## src/design/event_loop_recorder_player_defines.svh

```systemverilog
// ----------------------------------------------------------------------------
// event loop recorder/player assertion macros
// shared concurrent assertion wrappers, empty when synthesising
// ----------------------------------------------------------------------------
`ifndef EVENT_LOOP_RECORDER_PLAYER_DEFINES_SVH
`define EVENT_LOOP_RECORDER_PLAYER_DEFINES_SVH

`ifndef SYNTHESIS
`define ELRP_ASSERT_NOW(lbl, cond) \
    lbl: assert property (@(posedge i_clk) disable iff (!i_rst_n) (cond)) \
        else $error("elrp assertion failed");
`define ELRP_ASSERT_NEXT(lbl, ante, cons) \
    lbl: assert property (@(posedge i_clk) disable iff (!i_rst_n) (ante) |=> (cons)) \
        else $error("elrp assertion failed");
`else
`define ELRP_ASSERT_NOW(lbl, cond)
`define ELRP_ASSERT_NEXT(lbl, ante, cons)
`endif

`endif

```

## src/design/elrp_pkg.sv

```systemverilog
// ----------------------------------------------------------------------------
// elrp_pkg
// shared constants and types of the event loop recorder/player
// ----------------------------------------------------------------------------
package elrp_pkg;

    localparam int EVENT_CAPACITY = 32;
    localparam int CNT_W          = $clog2(EVENT_CAPACITY + 1);
    localparam int IDX_W          = (EVENT_CAPACITY > 1) ? $clog2(EVENT_CAPACITY) : 1;

    localparam int TIME_W         = 32;
    localparam int DIV_CNT_W      = $clog2(TIME_W);

    localparam int DRUM_W         = 8;
    localparam int VEL_W          = 16;
    localparam int CMD_W          = 3;

    localparam int IN_DATA_W      = 56;
    localparam int OUT_DATA_W     = 64;

    typedef enum logic [CMD_W-1:0] {
        CMD_START_REC = 3'd0,
        CMD_STOP_REC  = 3'd1,
        CMD_ADD_EVENT = 3'd2,
        CMD_TICK      = 3'd3,
        CMD_CLEAR     = 3'd4
    } t_cmd;

    typedef enum logic {
        KIND_EVENT  = 1'b0,
        KIND_STATUS = 1'b1
    } t_kind;

    typedef struct packed {
        logic [TIME_W-1:0] offset;
        logic [DRUM_W-1:0] drum;
        logic [VEL_W-1:0]  vel;
    } t_event;

endpackage

```

## src/design/elrp_mod32.sv

```systemverilog
// ----------------------------------------------------------------------------
// elrp_mod32
// restoring remainder unit, one quotient bit per cycle
// ----------------------------------------------------------------------------
module elrp_mod32
    import elrp_pkg::*;
(
    input  logic              i_clk,
    input  logic              i_rst_n,
    input  logic              i_start,
    input  logic [TIME_W-1:0] i_dividend,
    input  logic [TIME_W-1:0] i_divisor,
    output logic              o_done,
    output logic [TIME_W-1:0] o_rem
);

    logic                 r_busy;
    logic                 r_done;
    logic [DIV_CNT_W-1:0] r_cnt;
    logic [TIME_W-1:0]    r_rem;
    logic [TIME_W-1:0]    r_dvd;
    logic [TIME_W-1:0]    r_div;

    logic [TIME_W:0]      w_shift;
    logic [TIME_W:0]      w_diff;
    logic [TIME_W-1:0]    n_rem;

    always_comb begin
        w_shift = {r_rem, r_dvd[TIME_W-1]};
        w_diff  = w_shift - {1'b0, r_div};
        // keep the partial remainder when the trial subtract goes negative
        if (w_diff[TIME_W]) begin
            n_rem = w_shift[TIME_W-1:0];
        end else begin
            n_rem = w_diff[TIME_W-1:0];
        end
    end

    always_ff @(posedge i_clk) begin
        if (!i_rst_n) begin
            r_busy <= 1'b0;
            r_done <= 1'b0;
            r_cnt  <= '0;
        end else begin
            r_done <= 1'b0;
            if (i_start && !r_busy) begin
                r_busy <= 1'b1;
                r_cnt  <= '0;
            end else if (r_busy) begin
                r_cnt <= r_cnt + 1'b1;
                if (r_cnt == DIV_CNT_W'(TIME_W - 1)) begin
                    r_busy <= 1'b0;
                    r_done <= 1'b1;
                end
            end
        end
    end

    always_ff @(posedge i_clk) begin
        if (i_start && !r_busy) begin
            r_rem <= '0;
            r_dvd <= i_dividend;
            r_div <= i_divisor;
        end else if (r_busy) begin
            r_rem <= n_rem;
            r_dvd <= {r_dvd[TIME_W-2:0], 1'b0};
        end
    end

    assign o_done = r_done;
    assign o_rem  = r_rem;

endmodule

```

## src/design/event_loop_recorder_player.sv

```systemverilog
// ----------------------------------------------------------------------------
// event_loop_recorder_player
// records timed drum events into a small store and loops them back on ticks
// ----------------------------------------------------------------------------
// usage:
//   s_axis carries one command per transfer: tuser = cmd (start record, stop
//   record, add event, tick, clear), tdata = sample_time, drum_id, velocity.
//   m_axis returns the results of that command: zero or more triggered events
//   (tuser = 0) followed by one status word (tuser = 1, tlast = 1).
//   one command is worked on at a time; s_axis_tready is low until its status
//   word has been placed in the output register.
//   commands other than a playing tick go through the status state, then their
//   status word is placed in the output register. a playing tick runs the
//   position modulo through a 32-step remainder unit, then walks the store
//   one entry per cycle, unless a firing event waits, via its registered read port.
//   a stalled receiver holds the output register; the walk waits on each
//   firing event until the register is free, nothing is dropped.
//   reset (synchronous, active low) clears flags, count, times and loop
//   length; store contents are only read below the stored count.
// ----------------------------------------------------------------------------
`include "event_loop_recorder_player_defines.svh"

module event_loop_recorder_player
    import elrp_pkg::*;
(
    input  logic                  i_clk,
    input  logic                  i_rst_n,
    // s_axis_tdata: sample_time[31:0], drum_id[39:32], velocity[55:40]
    input  logic [IN_DATA_W-1:0]  s_axis_tdata,
    // s_axis_tuser: cmd[2:0]
    input  logic [CMD_W-1:0]      s_axis_tuser,
    input  logic                  s_axis_tvalid,
    output logic                  s_axis_tready,
    // m_axis_tdata: out_drum[7:0], out_velocity[23:8], is_recording[24],
    //               is_playing[25], loop_length[57:26], zero[63:58]
    output logic [OUT_DATA_W-1:0] m_axis_tdata,
    // m_axis_tuser: kind[0]
    output logic                  m_axis_tuser,
    output logic                  m_axis_tlast,
    output logic                  m_axis_tvalid,
    input  logic                  m_axis_tready
);

    typedef enum logic [4:0] {
        S_IDLE = 5'b00001,
        S_DIV  = 5'b00010,
        S_RD   = 5'b00100,
        S_CHK  = 5'b01000,
        S_STAT = 5'b10000
    } t_state;

    // control state
    t_state            r_state, n_state;
    logic [CNT_W-1:0]  r_count, n_count;
    logic              r_rec, n_rec;
    logic              r_play, n_play;
    logic [TIME_W-1:0] r_start, n_start;
    logic [TIME_W-1:0] r_span, n_span;
    logic [TIME_W-1:0] r_prev, n_prev;
    logic [TIME_W-1:0] r_pos, n_pos;
    logic [CNT_W-1:0]  r_idx, n_idx;

    // output register
    logic              r_m_valid;
    logic              r_m_kind;
    logic [DRUM_W-1:0] r_m_drum;
    logic [VEL_W-1:0]  r_m_vel;
    logic              r_m_rec;
    logic              r_m_play;
    logic [TIME_W-1:0] r_m_len;
    logic              r_m_last;

    // event store
    t_event            r_mem [EVENT_CAPACITY];
    t_event            r_rd_data;
    logic              w_wr_en;
    logic [IDX_W-1:0]  w_wr_addr;
    t_event            w_wr_data;
    logic              w_rd_en;
    logic [IDX_W-1:0]  w_rd_addr;

    // inputs
    logic              w_in_acc;
    t_cmd              w_cmd;
    logic [TIME_W-1:0] w_t;
    logic [DRUM_W-1:0] w_drum;
    logic [VEL_W-1:0]  w_vel;

    logic              w_out_free;
    logic              w_emit_evt;
    logic              w_emit_stat;
    logic              w_fire;
    logic              w_last_idx;
    logic [TIME_W-1:0] w_off;
    logic [TIME_W-1:0] w_add_start;
    logic              w_div_start;
    logic              w_div_done;
    logic [TIME_W-1:0] w_div_rem;

    assign w_in_acc   = s_axis_tvalid && s_axis_tready;
    assign w_cmd      = t_cmd'(s_axis_tuser);
    assign w_t        = s_axis_tdata[TIME_W-1:0];
    assign w_drum     = s_axis_tdata[TIME_W+DRUM_W-1:TIME_W];
    assign w_vel      = s_axis_tdata[TIME_W+DRUM_W+VEL_W-1:TIME_W+DRUM_W];
    assign w_out_free = !r_m_valid || m_axis_tready;

    assign w_off      = r_rd_data.offset;
    assign w_last_idx = (CNT_W'(r_idx + 1'b1) == r_count);

    // first event of a take sets the start time, unless it is already set
    assign w_add_start = ((r_start == '0) && (r_count == '0)) ? w_t : r_start;

    assign w_div_start = w_in_acc && (w_cmd == CMD_TICK) && r_play
                         && (r_span != '0) && (r_count != '0);

    always_comb begin
        priority if (r_prev < r_pos) begin
            w_fire = (w_off > r_prev) && (w_off <= r_pos);
        end else if (r_pos < r_prev) begin
            w_fire = (w_off > r_prev) || (w_off <= r_pos);
        end else begin
            w_fire = (w_off == r_pos);
        end
    end

    always_comb begin
        n_state     = r_state;
        n_count     = r_count;
        n_rec       = r_rec;
        n_play      = r_play;
        n_start     = r_start;
        n_span      = r_span;
        n_prev      = r_prev;
        n_pos       = r_pos;
        n_idx       = r_idx;
        w_wr_en     = 1'b0;
        w_wr_addr   = r_count[IDX_W-1:0];
        w_wr_data   = '{offset: w_t - w_add_start, drum: w_drum, vel: w_vel};
        w_rd_en     = 1'b0;
        w_rd_addr   = r_idx[IDX_W-1:0];
        w_emit_evt  = 1'b0;
        w_emit_stat = 1'b0;

        unique case (r_state)
            S_IDLE: begin
                if (w_in_acc) begin
                    n_state = S_STAT;
                    unique case (w_cmd)
                        CMD_START_REC: begin
                            n_count = '0;
                            n_rec   = 1'b1;
                            n_play  = 1'b0;
                            n_start = '0;
                            n_prev  = '0;
                        end
                        CMD_STOP_REC: begin
                            n_rec  = 1'b0;
                            n_play = (r_count != '0);
                            n_span = (r_start != '0) ? (w_t - r_start) : '0;
                            n_prev = '0;
                        end
                        CMD_ADD_EVENT: begin
                            if (r_rec) begin
                                n_start = w_add_start;
                                if (r_count < CNT_W'(EVENT_CAPACITY)) begin
                                    w_wr_en = 1'b1;
                                    n_count = CNT_W'(r_count + 1'b1);
                                end else begin
                                    // full store: behaves as a stop at this time
                                    n_rec  = 1'b0;
                                    n_play = 1'b1;
                                    n_span = (w_add_start != '0) ?
                                             (w_t - w_add_start) : '0;
                                    n_prev = '0;
                                end
                            end
                        end
                        CMD_TICK: begin
                            if (w_div_start) begin
                                n_state = S_DIV;
                            end
                        end
                        CMD_CLEAR: begin
                            n_count = '0;
                            n_rec   = 1'b0;
                            n_play  = 1'b0;
                            n_span  = '0;
                            n_start = '0;
                            n_prev  = '0;
                        end
                        default: begin
                        end
                    endcase
                end
            end
            S_DIV: begin
                if (w_div_done) begin
                    n_pos   = w_div_rem;
                    n_idx   = '0;
                    n_state = S_RD;
                end
            end
            S_RD: begin
                w_rd_en = 1'b1;
                n_state = S_CHK;
            end
            S_CHK: begin
                if (!w_fire || w_out_free) begin
                    w_emit_evt = w_fire;
                    if (w_last_idx) begin
                        n_prev  = r_pos;
                        n_state = S_STAT;
                    end else begin
                        n_idx     = CNT_W'(r_idx + 1'b1);
                        w_rd_en   = 1'b1;
                        w_rd_addr = n_idx[IDX_W-1:0];
                    end
                end
            end
            S_STAT: begin
                if (w_out_free) begin
                    w_emit_stat = 1'b1;
                    n_state     = S_IDLE;
                end
            end
            default: begin
                n_state = S_IDLE;
            end
        endcase
    end

    always_ff @(posedge i_clk) begin
        if (!i_rst_n) begin
            r_state   <= S_IDLE;
            r_count   <= '0;
            r_rec     <= 1'b0;
            r_play    <= 1'b0;
            r_start   <= '0;
            r_span    <= '0;
            r_prev    <= '0;
            r_m_valid <= 1'b0;
        end else begin
            r_state <= n_state;
            r_count <= n_count;
            r_rec   <= n_rec;
            r_play  <= n_play;
            r_start <= n_start;
            r_span  <= n_span;
            r_prev  <= n_prev;
            if (w_emit_evt || w_emit_stat) begin
                r_m_valid <= 1'b1;
            end else if (m_axis_tready) begin
                r_m_valid <= 1'b0;
            end
        end
    end

    always_ff @(posedge i_clk) begin
        r_pos <= n_pos;
        r_idx <= n_idx;
        if (w_emit_evt || w_emit_stat) begin
            r_m_kind <= w_emit_stat ? KIND_STATUS : KIND_EVENT;
            r_m_drum <= w_emit_stat ? '0 : r_rd_data.drum;
            r_m_vel  <= w_emit_stat ? '0 : r_rd_data.vel;
            r_m_rec  <= r_rec;
            r_m_play <= r_play;
            r_m_len  <= r_span;
            r_m_last <= w_emit_stat;
        end
    end

    always_ff @(posedge i_clk) begin
        if (w_wr_en) begin
            r_mem[w_wr_addr] <= w_wr_data;
        end
        if (w_rd_en) begin
            r_rd_data <= r_mem[w_rd_addr];
        end
    end

    elrp_mod32 u_mod (
        .i_clk      (i_clk),
        .i_rst_n    (i_rst_n),
        .i_start    (w_div_start),
        .i_dividend (w_t - r_start),
        .i_divisor  (r_span),
        .o_done     (w_div_done),
        .o_rem      (w_div_rem)
    );

    assign s_axis_tready = (r_state == S_IDLE);
    assign m_axis_tvalid = r_m_valid;
    assign m_axis_tuser  = r_m_kind;
    assign m_axis_tlast  = r_m_last;
    assign m_axis_tdata  = {{(OUT_DATA_W - 2*TIME_W + 6){1'b0}},
                            r_m_len, r_m_play, r_m_rec, r_m_vel, r_m_drum};

    `ELRP_ASSERT_NOW(a_rec_play_excl, !(r_rec && r_play))
    `ELRP_ASSERT_NOW(a_walk_in_range, (r_state != S_CHK) || (r_idx < r_count))
    `ELRP_ASSERT_NEXT(a_busy_after_acc, w_in_acc, !s_axis_tready)
    `ELRP_ASSERT_NOW(a_last_is_status, !r_m_valid || (r_m_last == r_m_kind))

endmodule

```

## config.mk

```make
export PLATFORM = sky130hd
export DESIGN_NAME = event_loop_recorder_player
export DESIGN_NICKNAME = d
export VERILOG_FILES = /design/src/design/elrp_pkg.sv /design/src/design/elrp_mod32.sv /design/src/design/event_loop_recorder_player.sv
export VERILOG_INCLUDE_DIRS = /design/src /design/src/design
export SDC_FILE = /design/constraint.sdc
export NUM_CORES = 2
export LEC_CHECK = 0
export BUFFER_PORTS_ARGS = -buffer_cell sky130_fd_sc_hd__buf_4
export CAP_MARGIN = 20
export CORE_ASPECT_RATIO = 2
export CORE_MARGIN = 2
export CORE_UTILIZATION = 40
export DETAILED_ROUTE_END_ITERATION = 10
export REMOVE_ABC_BUFFERS = 1
export SLEW_MARGIN = 20
export SYNTH_ARGS = -nofsm -noshare
export SYNTH_HDL_FRONTEND = slang
export SYNTH_SLANG_ARGS = --single-unit
```

## constraint.sdc

```tcl
create_clock -name i_clk -period 18.35 [get_ports i_clk]
set_clock_uncertainty 0.1 [all_clocks]
set_input_delay 0 -clock i_clk [delete_from_list [all_inputs] [get_ports i_clk]]
set_output_delay 0 -clock i_clk [all_outputs]
set_load 0.02 [all_outputs]
```

==> results.sh <==
export IMPL_status="finished, final reports clean"
export IMPL_drt_iter0_drc=6491
export IMPL_period_needed_ps=8838
export IMPL_peakVddDrop_mv=0.07104
export IMPL_htreeDepth=4
export IMPL_start_kind="register"
export IMPL_crit_type="register to register"
export IMPL_core_um2=269900
export IMPL_hold_path_class="input port to register"
export IMPL_slew_headroom_pct=13.80
export IMPL_core_rowCount=270
export IMPL_synth_flop_cell="edfxtp_1"
export IMPL_yosys_area_top_type="edfxtp_1"
export IMPL_grt_total_usage_pct=25.02
export IMPL_fp_dieW_um=372.0
export IMPL_ys_warn_count=0
export IMPL_crit_end="w_off[3]"
export IMPL_syn_area_um2=108400
export IMPL_seq_area_frac_synth_pct=58.43
export IMPL_cts_tree="yes"
export IMPL_dieArea_um2=275300
export IMPL_synth_common_cells="2,009 x edfxtp_1, 1,035 x nand2_1, 1,013 x mux2i_1"
export IMPL_worstSkewPairLatency_ps=890
export IMPL_fmax_ghz=0.1131
export IMPL_ant_nets=0
export IMPL_ys_async_sr_fraction_pct=0
export IMPL_fin_total_pwr_mw=10.46
export IMPL_arrival_ps=9260
export IMPL_stdcell_count=12386
export IMPL_ios=131
export IMPL_overflow=0
export IMPL_cts_sinks=2158
export IMPL_cts_root_buf="clkbuf_16"
export IMPL_die_h_um=740.0
export IMPL_maxCapViolations=0
export IMPL_synth_edf_count=2009
export IMPL_crit_path_start="r_pos[14]"
export IMPL_grt_setup_unrepaired="false"
export IMPL_cts_buffer_depth=4
export IMPL_grt_antenna_before_repair=14
export IMPL_preCtsSetupSlack_ps=9179
export IMPL_post_place_cells=11912
export IMPL_worst_pin_slew_ps=1281
export IMPL_fin_tns_setup_ps=0
export IMPL_synthDistinctLibCells=86
export IMPL_yosysMostFrequentCell="edfxtp_1"
export IMPL_syn_instance_count=8670
export IMPL_reg2reg_to="w_off[3]"
export IMPL_design_area_um2=120600
export IMPL_synth_seq_cells=2158
export IMPL_grt_pass1_vias=76549
export IMPL_netlist_top_cells_area="edfxtp_1 56%, mux2i_1 9.4%, nand2_1 3.6%"
export IMPL_reg2reg_from="r_pos[14]"
export IMPL_wl_per_cell_um=28.53
export IMPL_worstPathMaxFanout=156
export IMPL_grt_pass1_wl_um=506500
export IMPL_setup_violations=0
export IMPL_area_growth_pct=11.32
export IMPL_finalHoldViolations=0
export IMPL_yosysTopAreaCellShare_pct=55.68
export IMPL_end_kind="register"
export IMPL_setup_slack_ps=9512
export IMPL_vias=75506
export IMPL_clkTransAtPathRegs_ps=70
export IMPL_power_leakage_nw=44.72
export IMPL_port_buffers=124
export IMPL_dp_hpwl_um=200900
export IMPL_grt_max_degree=185
export IMPL_r2r_slack_ps=9510
export IMPL_viasPerCell=6.096
export IMPL_cp_required_ps=18770
export IMPL_drt_total_wl_um=353400
export IMPL_drc_errors=0
export IMPL_ctsResizeCount=0
export IMPL_reg2regPathDepth=17
export IMPL_avgSynthCellArea_um2=12.50
export IMPL_fin_crit_sh_pct=48.17
export IMPL_fillers=24054
export IMPL_hold_ws_ps=46.00
export IMPL_initial_core_util_pct=40.14
export IMPL_nets=8963
export IMPL_dr_pass1_iters=6
export IMPL_routabilityCongestion=0.9059
export IMPL_utilization_pct=44.69
export IMPL_place_area_um2=113200
export IMPL_slew_viol_final=0
export IMPL_pwr_density_cell_nw_per_um2=86.72
export IMPL_drive_above_1_share_pct=13.01
export IMPL_numCtsBuffers=198
==> placed cells by master, fill, tap and decap left out, types with 13 or more instances in the layout <==
cell type	count
a211oi_1	239
a21o_1	43
a21oi_1	487
a221o_1	56
a31oi_1	14
and2_1	41
and3_1	13
buf_4	303
bufinv_16	15
clkbuf_1	31
clkbuf_16	201
clkinv_1	37
clkinv_2	33
clkinvlp_4	18
dfxtp_1	148
dlygate4sd3_1	120
edfxtp_1	2009
ha_1	196
inv_1	160
mux2_2	225
mux2i_1	1013
mux4_2	170
nand2_1	1033
nand2b_1	26
nand3_1	468
nand4_1	145
nor2_1	355
nor2_4	35
nor2b_1	243
nor3_1	16
nor4_1	27
nor4_2	50
o211ai_1	314
o21a_1	15
o21ai_0	230
or3_1	16
xnor2_1	37
xnor2_2	14
xor2_1	32
==> per-layer routing <==
layer	vias up	GRT usage, %	wire, um
met5	-	0	32
met4	6	14.55	23510
met3	1006	3.261	21300
met2	2963	44.58	180000
met1	38554	28.42	128500
li1	32977	-	-
==> sequential cells by signal, summed over array words and instances (netlist names), 5 cells and up <==
| name | count |
|---|---|
| r_mem | 1792 |
| r_m_len | 32 |
| r_pos | 32 |
| r_prev | 32 |
| r_span | 32 |
| r_start | 32 |
| u_mod.o_rem | 32 |
| u_mod.r_div | 32 |
| u_mod.r_dvd | 32 |
| w_off | 32 |
| r_rd_data | 24 |
| r_m_vel | 16 |
| r_m_drum | 8 |
| r_count | 6 |
| r_idx | 6 |
| r_state | 5 |
| u_mod.r_cnt | 5 |
==> power breakdown <==
part | switching, mW | internal, mW
Sequential | 0.0339 | 5.61
Clock | 1.89 | 2.22
Combinational | 0.520 | 0.192
==> worst min path at each step <==
stage | slack [ps] | from | depth (start not counted) | to
after CTS | 0.06 | s_axis_tdata[16] | 6 | r_start[16]
after global placement | 300 | s_axis_tdata[31] | 3 | r_start[31]
after floorplan | -1 | s_axis_tdata[40] | 0 | r_mem[0][0]
after detailed placement | 320 | s_axis_tdata[31] | 3 | r_start[31]
final | 50 | s_axis_tdata[17] | 6 | r_start[17]
after global routing | 60 | s_axis_tdata[51] | 2 | r_mem[22][11]
==> critical path, cell delays in order (launching register included) <==
cell	delay (ps)
edfxtp_1	410
ha_1	340
nand4_1	320
nor4_1	1140
a21bo_2	350
a21oi_1	140
or4_1	240
a22o_1	330
a311oi_4	130
buf_4	300
o211ai_1	540
buf_4	850
buf_12	660
buf_4	850
mux4_2	370
nor2_1	50
a221o_1	300
nor4_2	790
==> cells by family after synthesis <==
kind of cell | Yosys count | share of synthesized area [%]
multiplexers | 1408 | 15.23
flip-flops | 2158 | 58.43
AND/OR/NAND/NOR | 2529 | 11.13
AO/OA/AOI/OAI | 1503 | 9.011
other | 1 | 0.003461
buffers and inverters | 775 | 3.091
XOR/XNOR | 96 | 0.7760
adder cells (fa/ha/maj) | 200 | 2.330
==> repair_timing <==
action                    4_1_cts  5_1_grt
hold endpoints to repair     1525        0
buffers inserted                0        0
hold buffers                  122        0
==> final cells by class <==
| type | instances | area, um^2 | share of cell area [%] |
|---|---|---|---|
| inverters | 162 | 610.6 | 0.5062 |
| clock buffers | 232 | 5146 | 4.267 |
| diodes | 4 | 10.01 | 0.008299 |
| multi-input cells | 5742 | 42380 | 35.14 |
| clock inverters | 114 | 999.7 | 0.8288 |
| repair buffers | 438 | 3731 | 3.093 |
| well taps | 3536 | 4424 | 3.668 |
| flip-flops and latches | 2158 | 63310 | 52.49 |
Power figures use the tool's default switching activity.
